--- config.mk ---
export PLATFORM = sky130hd
export DESIGN_NAME = reactive_led_energy_bar_top
export DESIGN_NICKNAME = d
export VERILOG_FILES = /design/src/rtl/core/rleb_pkg.sv /design/src/rtl/core/rleb_ram.sv /design/src/rtl/core/rleb_alu.sv /design/src/rtl/core/reactive_led_energy_bar_top.sv
export SDC_FILE = /design/constraint.sdc
export NUM_CORES = 1
export LEC_CHECK = 0
export BUFFER_PORTS_ARGS = -buffer_cell sky130_fd_sc_hd__buf_2
export CAP_MARGIN = 20
export CORE_ASPECT_RATIO = 1.75
export CORE_MARGIN = 1.5
export CORE_UTILIZATION = 57
export DETAILED_ROUTE_END_ITERATION = 8
export GPL_TIMING_DRIVEN = 0
export PLACE_DENSITY = 0.77
export SYNTH_ARGS = -nofsm -noshare
export SYNTH_HDL_FRONTEND = slang
export SYNTH_HIERARCHICAL = 1
export SYNTH_SLANG_ARGS = --single-unit
--- constraint.sdc ---
create_clock -name aclk -period 5.8 [get_ports aclk]
set_input_delay 0.58 -clock aclk [delete_from_list [all_inputs] [get_ports aclk]]
set_output_delay 0.58 -clock aclk [all_outputs]
set_load 0.1 [all_outputs]
--- src/rtl/core/rleb_pkg.sv ---
package rleb_pkg;

    // Bar geometry
    localparam int LED_COUNT    = 15;
    localparam int COLUMN_COUNT = 13;
    localparam int TABLE_SIZE   = 13;
    localparam int LED_W        = $clog2(LED_COUNT);
    localparam int COL_LIMIT    = (COLUMN_COUNT < TABLE_SIZE) ? COLUMN_COUNT : TABLE_SIZE;

    // Column to centre LED map
    localparam logic [7:0] COLUMN_LED [TABLE_SIZE] = '{
        8'd0, 8'd1, 8'd3, 8'd4, 8'd5, 8'd6, 8'd8, 8'd9, 8'd10, 8'd11, 8'd13, 8'd14, 8'd0
    };

    localparam logic [7:0] ENERGY_MAX = 8'hFF;

    // Item opcodes
    localparam logic OPC_PRESS = 1'b0;
    localparam logic OPC_FRAME = 1'b1;

    // Steps of a key press
    localparam logic [1:0] OP_CENTRE = 2'd0;
    localparam logic [1:0] OP_LEFT   = 2'd1;
    localparam logic [1:0] OP_RIGHT  = 2'd2;

    // Register map
    typedef enum logic [2:0] {
        CFG_HIT          = 3'd0,
        CFG_NEIGHBOR     = 3'd1,
        CFG_HOLD         = 3'd2,
        CFG_HOLD_NEIGHB  = 3'd3,
        CFG_FADE         = 3'd4,
        CFG_MAX_BRIGHT   = 3'd5,
        CFG_REVERSE      = 3'd6
    } cfg_idx_t;

    localparam logic [7:0] RST_HIT         = 8'd192;
    localparam logic [7:0] RST_NEIGHBOR    = 8'd64;
    localparam logic [7:0] RST_HOLD        = 8'd128;
    localparam logic [7:0] RST_HOLD_NEIGHB = 8'd48;
    localparam logic [7:0] RST_FADE        = 8'd8;
    localparam logic [7:0] RST_MAX_BRIGHT  = 8'd255;
    localparam logic       RST_REVERSE     = 1'b0;

    // Shared unit operations
    typedef enum logic [1:0] {
        ALU_ADD  = 2'b01,
        ALU_FADE = 2'b10
    } alu_op_t;

    typedef struct packed {
        logic        opcode;
        logic [3:0]  key_column;
        logic [7:0]  frames_elapsed;
        logic [12:0] held_columns;
    } rleb_in_t;

    typedef struct packed {
        logic [3:0] led_index;
        logic [7:0] brightness;
        logic       last;
        logic       still_lit;
    } rleb_out_t;

    // Table lookup with constant compare per entry
    function automatic logic [7:0] column_to_led(input logic [3:0] col);
        logic [7:0] led;
        led = '0;
        for (int k = 0; k < TABLE_SIZE; k++) begin
            if (32'(col) == k) begin
                led = COLUMN_LED[k];
            end
        end
        return led;
    endfunction

endpackage

--- src/rtl/core/rleb_ram.sv ---
module rleb_ram #(
    parameter int WIDTH = 8,
    parameter int DEPTH = 16
) (
    input  logic                     clk,
    input  logic                     wr_en,
    input  logic [$clog2(DEPTH)-1:0] wr_addr,
    input  logic [WIDTH-1:0]         wr_data,
    input  logic                     rd_en,
    input  logic [$clog2(DEPTH)-1:0] rd_addr,
    output logic [WIDTH-1:0]         rd_data
);

    logic [WIDTH-1:0] mem_reg [DEPTH];
    logic [WIDTH-1:0] rd_data_reg;

    always_ff @(posedge clk) begin
        if (wr_en) begin
            mem_reg[wr_addr] <= wr_data;
        end
        if (rd_en) begin
            rd_data_reg <= mem_reg[rd_addr];
        end
    end

    assign rd_data = rd_data_reg;

endmodule

--- src/rtl/core/rleb_alu.sv ---
module rleb_alu (
    input  rleb_pkg::alu_op_t op,
    input  logic [7:0]        a,
    input  logic [7:0]        b,
    input  logic [7:0]        c,
    output logic [7:0]        y
);
    import rleb_pkg::*;

    logic [8:0] sum;
    logic [7:0] faded;

    // Saturating add; floored subtract then raise to floor c
    always_comb begin
        sum   = {1'b0, a} + {1'b0, b};
        faded = (a > b) ? (a - b) : 8'd0;
        unique case (op)
            ALU_ADD:  y = sum[8] ? ENERGY_MAX : sum[7:0];
            ALU_FADE: y = (faded < c) ? c : faded;
            default:  y = a;
        endcase
    end

endmodule

--- src/rtl/core/reactive_led_energy_bar_top.sv ---
// Channel   | Direction | Handshake         | Payload
// s_        | in        | s_valid / s_ready | rleb_in_t  (press or frame item)
// m_        | out       | m_valid / m_ready | rleb_out_t (one LED per transfer)
// cfg_      | in        | cfg_wr_en         | cfg_addr, cfg_wdata
//
// Key press: an accept step, a read step for each of the three LED slots, plus a
// write step per touched LED; an ignored press touches none.
// Frame: an accept step, a read and a write step per LED to fade, then a read and an
// emit step per LED to render, paced by the single read and write port of the energy RAM.
// Output stalls stretch the render pass; s_ready is low until the last LED is loaded.
// Reset (aresetn, synchronous) clears config, control and per-LED valid bits at once.
module reactive_led_energy_bar_top (
    input  logic                aclk,
    input  logic                aresetn,
    input  logic                s_valid,
    output logic                s_ready,
    input  rleb_pkg::rleb_in_t  s_payload,
    output logic                m_valid,
    input  logic                m_ready,
    output rleb_pkg::rleb_out_t m_payload,
    input  logic                cfg_wr_en,
    input  logic [2:0]          cfg_addr,
    input  logic [7:0]          cfg_wdata
);
    import rleb_pkg::*;

    typedef enum logic [6:0] {
        ST_IDLE   = 7'b0000001,
        ST_P_RD   = 7'b0000010,
        ST_P_WR   = 7'b0000100,
        ST_F_RD   = 7'b0001000,
        ST_F_WR   = 7'b0010000,
        ST_R_RD   = 7'b0100000,
        ST_R_EMIT = 7'b1000000
    } state_t;

    localparam logic [LED_W-1:0] LED_LAST = LED_W'(LED_COUNT - 1);

    state_t state_reg, state_next;

    // Configuration registers
    logic [7:0] hit_reg, nb_inc_reg, hold_reg, hold_nb_reg, fade_step_reg, max_b_reg;
    logic       reverse_reg;

    // Item context
    logic [LED_W-1:0]     centre_reg, centre_next;
    logic [2:0]           ops_reg, ops_next;
    logic [1:0]           op_idx_reg, op_idx_next;
    logic [LED_W-1:0]     led_idx_reg, led_idx_next;
    logic [7:0]           fade_amt_reg, fade_amt_next;
    logic [LED_COUNT-1:0] cmask_reg, cmask_next;
    logic [LED_COUNT-1:0] nmask_reg, nmask_next;

    // Per-LED state beside the RAM
    logic [LED_COUNT-1:0] valid_reg, nz_reg;
    logic                 rd_valid_reg;

    // Output slot
    logic      m_valid_reg, m_valid_next;
    rleb_out_t m_payload_reg, m_payload_next;

    // RAM and shared unit
    logic             ram_we, ram_re;
    logic [LED_W-1:0] ram_waddr, ram_raddr, op_addr;
    logic [7:0]       ram_wdata, ram_rdata, energy;
    alu_op_t          alu_op;
    logic [7:0]       alu_b, alu_c, alu_y, floor_lvl;

    logic             accept, out_free;
    logic [7:0]       press_led;
    logic             press_ok;
    logic [15:0]      fade_prod;
    logic [16:0]      bright_prod;
    logic [LED_W-1:0] drv;

    assign accept   = s_valid && s_ready;
    assign s_ready  = (state_reg == ST_IDLE);
    assign out_free = !m_valid_reg || m_ready;
    assign energy   = rd_valid_reg ? ram_rdata : 8'd0;

    rleb_ram #(
        .WIDTH (8),
        .DEPTH (LED_COUNT)
    ) u_energy_ram (
        .clk     (aclk),
        .wr_en   (ram_we),
        .wr_addr (ram_waddr),
        .wr_data (ram_wdata),
        .rd_en   (ram_re),
        .rd_addr (ram_raddr),
        .rd_data (ram_rdata)
    );

    rleb_alu u_alu (
        .op (alu_op),
        .a  (energy),
        .b  (alu_b),
        .c  (alu_c),
        .y  (alu_y)
    );

    // Configuration writes
    always_ff @(posedge aclk) begin
        if (!aresetn) begin
            hit_reg       <= RST_HIT;
            nb_inc_reg    <= RST_NEIGHBOR;
            hold_reg      <= RST_HOLD;
            hold_nb_reg   <= RST_HOLD_NEIGHB;
            fade_step_reg <= RST_FADE;
            max_b_reg     <= RST_MAX_BRIGHT;
            reverse_reg   <= RST_REVERSE;
        end else if (cfg_wr_en) begin
            unique case (cfg_addr)
                CFG_HIT:         hit_reg       <= cfg_wdata;
                CFG_NEIGHBOR:    nb_inc_reg    <= cfg_wdata;
                CFG_HOLD:        hold_reg      <= cfg_wdata;
                CFG_HOLD_NEIGHB: hold_nb_reg   <= cfg_wdata;
                CFG_FADE:        fade_step_reg <= cfg_wdata;
                CFG_MAX_BRIGHT:  max_b_reg     <= cfg_wdata;
                CFG_REVERSE:     reverse_reg   <= cfg_wdata[0];
                default: ;
            endcase
        end
    end

    // Decode of an incoming item
    always_comb begin
        press_led = column_to_led(s_payload.key_column);
        press_ok  = (int'(s_payload.key_column) < COL_LIMIT) && (int'(press_led) < LED_COUNT);
        fade_prod = 16'(s_payload.frames_elapsed) * 16'(fade_step_reg);
        cmask_next = '0;
        for (int c = 0; c < COL_LIMIT; c++) begin
            if (s_payload.held_columns[c] && (int'(COLUMN_LED[c]) < LED_COUNT)) begin
                cmask_next[COLUMN_LED[c][LED_W-1:0]] = 1'b1;
            end
        end
        nmask_next = (cmask_next << 1) | (cmask_next >> 1);
    end

    // Address of the current press step
    always_comb begin
        case (op_idx_reg)
            OP_CENTRE: op_addr = centre_reg;
            OP_LEFT:   op_addr = centre_reg - LED_W'(1);
            default:   op_addr = centre_reg + LED_W'(1);
        endcase
    end

    // Hold floor of the LED in the fade pass
    always_comb begin
        if (cmask_reg[led_idx_reg] && nmask_reg[led_idx_reg]) begin
            floor_lvl = (hold_reg > hold_nb_reg) ? hold_reg : hold_nb_reg;
        end else if (cmask_reg[led_idx_reg]) begin
            floor_lvl = hold_reg;
        end else if (nmask_reg[led_idx_reg]) begin
            floor_lvl = hold_nb_reg;
        end else begin
            floor_lvl = 8'd0;
        end
    end

    // Brightness and driver index of the LED being rendered
    always_comb begin
        bright_prod = 17'(energy) * (17'(max_b_reg) + 17'd1);
        drv         = reverse_reg ? (LED_LAST - led_idx_reg) : led_idx_reg;
    end

    // Sequencer
    always_comb begin
        state_next     = state_reg;
        centre_next    = centre_reg;
        ops_next       = ops_reg;
        op_idx_next    = op_idx_reg;
        led_idx_next   = led_idx_reg;
        fade_amt_next  = fade_amt_reg;
        m_valid_next   = m_valid_reg && !m_ready;
        m_payload_next = m_payload_reg;
        ram_we         = 1'b0;
        ram_re         = 1'b0;
        ram_waddr      = led_idx_reg;
        ram_raddr      = led_idx_reg;
        ram_wdata      = alu_y;
        alu_op         = ALU_FADE;
        alu_b          = fade_amt_reg;
        alu_c          = floor_lvl;

        unique case (state_reg)
            ST_IDLE: begin
                if (accept) begin
                    op_idx_next  = OP_CENTRE;
                    led_idx_next = '0;
                    if (s_payload.opcode == OPC_FRAME) begin
                        fade_amt_next = (|fade_prod[15:8]) ? ENERGY_MAX : fade_prod[7:0];
                        state_next    = ST_F_RD;
                    end else begin
                        centre_next = press_led[LED_W-1:0];
                        ops_next[0] = press_ok;
                        ops_next[1] = press_ok && (press_led != 8'd0);
                        ops_next[2] = press_ok && (int'(press_led) + 1 < LED_COUNT);
                        state_next  = ST_P_RD;
                    end
                end
            end
            ST_P_RD: begin
                ram_raddr = op_addr;
                if (ops_reg[op_idx_reg]) begin
                    ram_re     = 1'b1;
                    state_next = ST_P_WR;
                end else if (op_idx_reg == OP_RIGHT) begin
                    state_next = ST_IDLE;
                end else begin
                    op_idx_next = op_idx_reg + 2'd1;
                end
            end
            ST_P_WR: begin
                alu_op    = ALU_ADD;
                alu_b     = (op_idx_reg == OP_CENTRE) ? hit_reg : nb_inc_reg;
                ram_we    = 1'b1;
                ram_waddr = op_addr;
                if (op_idx_reg == OP_RIGHT) begin
                    state_next = ST_IDLE;
                end else begin
                    op_idx_next = op_idx_reg + 2'd1;
                    state_next  = ST_P_RD;
                end
            end
            ST_F_RD: begin
                ram_re     = 1'b1;
                state_next = ST_F_WR;
            end
            ST_F_WR: begin
                ram_we = 1'b1;
                if (led_idx_reg == LED_LAST) begin
                    led_idx_next = '0;
                    state_next   = ST_R_RD;
                end else begin
                    led_idx_next = led_idx_reg + LED_W'(1);
                    state_next   = ST_F_RD;
                end
            end
            ST_R_RD: begin
                ram_re     = 1'b1;
                state_next = ST_R_EMIT;
            end
            ST_R_EMIT: begin
                if (out_free) begin
                    m_valid_next              = 1'b1;
                    m_payload_next.led_index  = 4'(drv);
                    m_payload_next.brightness = bright_prod[15:8];
                    m_payload_next.last       = (led_idx_reg == LED_LAST);
                    m_payload_next.still_lit  = |nz_reg;
                    if (led_idx_reg == LED_LAST) begin
                        state_next = ST_IDLE;
                    end else begin
                        led_idx_next = led_idx_reg + LED_W'(1);
                        state_next   = ST_R_RD;
                    end
                end
            end
            default: state_next = ST_IDLE;
        endcase
    end

    // Control state
    always_ff @(posedge aclk) begin
        if (!aresetn) begin
            state_reg   <= ST_IDLE;
            m_valid_reg <= 1'b0;
            valid_reg   <= '0;
            nz_reg      <= '0;
        end else begin
            state_reg   <= state_next;
            m_valid_reg <= m_valid_next;
            if (ram_we) begin
                valid_reg[ram_waddr] <= 1'b1;
                nz_reg[ram_waddr]    <= (ram_wdata != 8'd0);
            end
        end
    end

    // Item context and payload
    always_ff @(posedge aclk) begin
        centre_reg    <= centre_next;
        ops_reg       <= ops_next;
        op_idx_reg    <= op_idx_next;
        led_idx_reg   <= led_idx_next;
        fade_amt_reg  <= fade_amt_next;
        m_payload_reg <= m_payload_next;
        if (accept) begin
            cmask_reg <= cmask_next;
            nmask_reg <= nmask_next;
        end
        if (ram_re) begin
            rd_valid_reg <= valid_reg[ram_raddr];
        end
    end

    assign m_valid   = m_valid_reg;
    assign m_payload = m_payload_reg;

endmodule

==> metrics.md <==
| Metric | Value |
|---|---|
| DP HPWL | `31.5 mm` |
| MaxCap Viol Count | `0` |
| Initial Utilization | `58.0%` |
| Top post-synthesis cells by area | `edfxtp_1, dfxtp_1, fa_1` |
| GR Util met1 | `28.1%` |
| Die W | `135 µm` |
| Status | `finished clean` |
| First-pass GRT wire length | `67.4 mm` |
| Critical path origin | `op_idx_reg[1]$_SDFFCE_PN0P_` |
| IO Count | `58` |
| Cts bufs inserted | `25` |
| Synth Area in Compound Gates | `9.89%` |
| Cells after Synth | `1653` |
| Die H | `234 µm` |
| Via density per instance | `5.99` |
| Routed Wire Length | `42.3 mm` |
| Grt met2 use | `51.0%` |
| Max FO, Critical Path | `19` |
| WP buf/inv | `6` |
| Syn. warnings | `6` |
| Routed Antenna Nets | `0` |
| Pwr per Cell Area | `308 nW/µm²` |
| Worst hold start | `s_payload[3]` |
| Arr. time, crit path | `6.15 ns` |
| Max-Slew Margin vs Limit | `34.2%` |
| Site Rows | `84` |
| Final Cell Area | `19700 µm²` |
| Largest family of logic cells by synthesized area | `adder cells` |
| Layout cells sized above 1 | `14.7%` |
| Worst r2r src | `op_idx_reg[1]$_SDFFCE_PN0P_` |
| Total core area | `30100 µm²` |
| Setup crit start kind | `flop` |
| Starting DRT DRC Count | `849` |
| EDFF count, synth | `183` |
| Main synth FF type | `edfxtp_1` |
| Fin. max-slew vios | `0` |
| Hold Path Class | `in -> reg` |
| Fin. Hold Viols | `0` |
| Lkg Pwr | `7.96 nW` |
| Simple-gate share of the synthesized area | `15.8%` |
| Synth cell types | `82` |
| Most common library cells after synthesis | `nand2_1, edfxtp_1, inv_1` |
| Worst vdd ir | `0.310 mV` |
| Clock-pin slew on the worst setup and hold paths | `0.07 ns` |
| Residual DRC | `0` |
| Register-to-Register Setup Slack | `0.09 ns` |
| Met3 usage | `2.66%` |
| Clock power share | `28.7%` |
| Syn avg cell area | `10.5 µm²` |
| Layer with the highest usage | `met2` |
| Post-DR wirelength/cell | `19.5 µm` |
| Worst-Margin Slew | `0.986 ns` |
| TritonCTS clock tree | `yes` |
| Area delta synth->final | `13.1%` |
| Placed cells | `2100` |
| CP endpoint kind | `flop` |
| Post-synthesis async set-or-reset flop share | `0%` |
| ANT cells | `0` |
| Seq pwr share | `37.6%` |
| Total number of vias | `13000` |
| Most frequent cell after synthesis | `nand2_1` |
| Buffers from clock root to sink, at most | `3` |
| Synth Area in XOR/XNOR | `2.11%` |
| Adder-cell share of the synthesized area | `17.0%` |
| Gpl congestion | `0.905` |
| Final Util | `65.6%` |
| Crit share post-route | `98.5%` |
| Post-Layout Cell Count | `2170` |
| Minimum clock period | `5.71 ns` |
| Placed Area | `18300 µm²` |
| DRT Pass-1 Iters | `6` |
| GRT Resource Usage Total | `27.4%` |
| CTS H-tree lvls | `1` |
| Fillers | `2326` |
| Cell family with most CP delay | `compound AO/OA/AOI/OAI gates` |
| Sw power | `2.01 mW` |
| Port buffer count | `53` |
| Most used cell, CP | `ha_1` |
| Post-synth top area share | `31.5%` |
| GRT Residual Overflow | `0` |
| RSZ-0062 raised after global routing | `true` |
| Setup Crit Path Kind | `reg -> reg` |
| Syn_nets | `1885` |
| Slowest cell on crit path | `or4_4` |
| Setup TNS | `0 ns` |
| Clock sinks | `270` |
| Int Power | `4.07 mW` |
| Post-layout net count | `1996` |
| Clock latency on the worst-skew pair | `0.56 ns` |
| Yosys reg bits | `270` |
| Initial antenna violation count | `0` |
| Max FFs per register | `120` |
| Final Power | `6.08 mW` |
| # setup viols final | `0` |
| Clk root buf | `clkbuf_16` |
| Fmax | `0.175 GHz` |
| Worst path max stage delay | `0.55 ns` |
| Area leader, netlist | `edfxtp_1` |
| Combinational power share | `33.7%` |
| Worst clock skew | `0.0222 ns` |
| Post-synthesis mux area share | `8.23%` |
| Die area | `31700 µm²` |
| Number of global-route vias before repair | `13600` |
| Crit path required time | `6.23 ns` |
| Largest net degree at the start of global routing | `21` |
| Sw Ratio | `33.1%` |
| Post-synthesis sequential area ratio | `41.5%` |
| Post-synthesis cell area | `17400 µm²` |
[final timing paths]
path                                   to  depth (start not counted)
setup reg to reg   nz_reg[9]$_SDFFE_PN0P_                         25
hold / removal     nmask_reg[3]$_DFFE_PP_                          1
setup / recovery   nz_reg[9]$_SDFFE_PN0P_                         25
hold reg to reg   nz_reg[11]$_SDFFE_PN0P_                          2
[power groups by stage]
stage	sequential (mW)	clock (mW)	combinational, mW
floorplan	2.31	0	1.29
global placement	2.33	0	1.70
detailed placement	2.33	0	1.78
CTS	2.28	1.76	2.00
global route	2.29	1.83	2.22
finish	2.29	1.74	2.05
[kinds of logic after synthesis]
| group | after synthesis |
|---|---|
| AO/OA/AOI/OAI | 248 |
| AND/OR/NAND/NOR | 585 |
| multiplexers | 99 |
| buffers and inverters | 219 |
| adder cells (fa/ha/maj) | 190 |
| XOR/XNOR | 42 |
| flip-flops | 270 |
[final cells by class]
class | count | area [µm²] | area share, %
Buffer | 55 | 349 | 1.77
Tap cell | 387 | 484 | 2.46
Multi-Input combinational cell | 1164 | 9640 | 48.9
Clock buffer | 31 | 679 | 3.44
Inverter | 162 | 612 | 3.10
Clock inverter | 15 | 194 | 0.983
Timing Repair Buffer | 86 | 527 | 2.67
Sequential cell | 270 | 7240 | 36.7
[routing by layer]
layer  vias to the layer above  part of all wire [%]
met5                         -                     0
met4                         0                   8.0
met3                       184                   4.5
met2                       478                    53
met1                      6345                    34
li1                       5993                     -
[through the flow]
stage	hold WS, ns	setup slack (ns)
2_1_floorplan	0.434	0.0668
3_3_place_gp	0.445	-1.61
3_5_place_dp	0.453	-1.85
4_1_cts	0.206	0.0254
5_1_grt	0.212	-0.0967
6_report	0.214	0.0853
[repair_timing]
action | in CTS | in global routing
pin swaps | 14 | 9
hold endpoints to repair | 0 | 0
resized for setup | 69 | 29
hold buffers | 0 | 0
buffers inserted | 14 | 10
endpoints found under the setup margin | 106 | 19
cloned | 1 | 0
[placed cells by master (no fill, tap or decap), drive strengths merged, types with 9 or more instances in the layout]
cell type	synthesis	routed
a211oi	12	12
a21boi	37	37
a21oi	44	44
a22o	16	16
and2	33	33
and3	13	13
buf	17	106
clkbuf	39	66
dfxtp	87	87
edfxtp	183	183
fa	79	79
ha	111	111
inv	162	162
mux2	9	9
mux2i	59	59
mux4	31	31
nand2	231	231
nand2b	25	25
nand3	41	41
nand3b	10	10
nand4	9	9
nor2	137	137
nor2b	17	17
nor3	23	23
o211ai	10	10
o21a	22	22
o21ai	55	55
or2	11	11
xnor2	29	29
xor2	13	13
No activity file was read; power rests on OpenSTA's default activity.
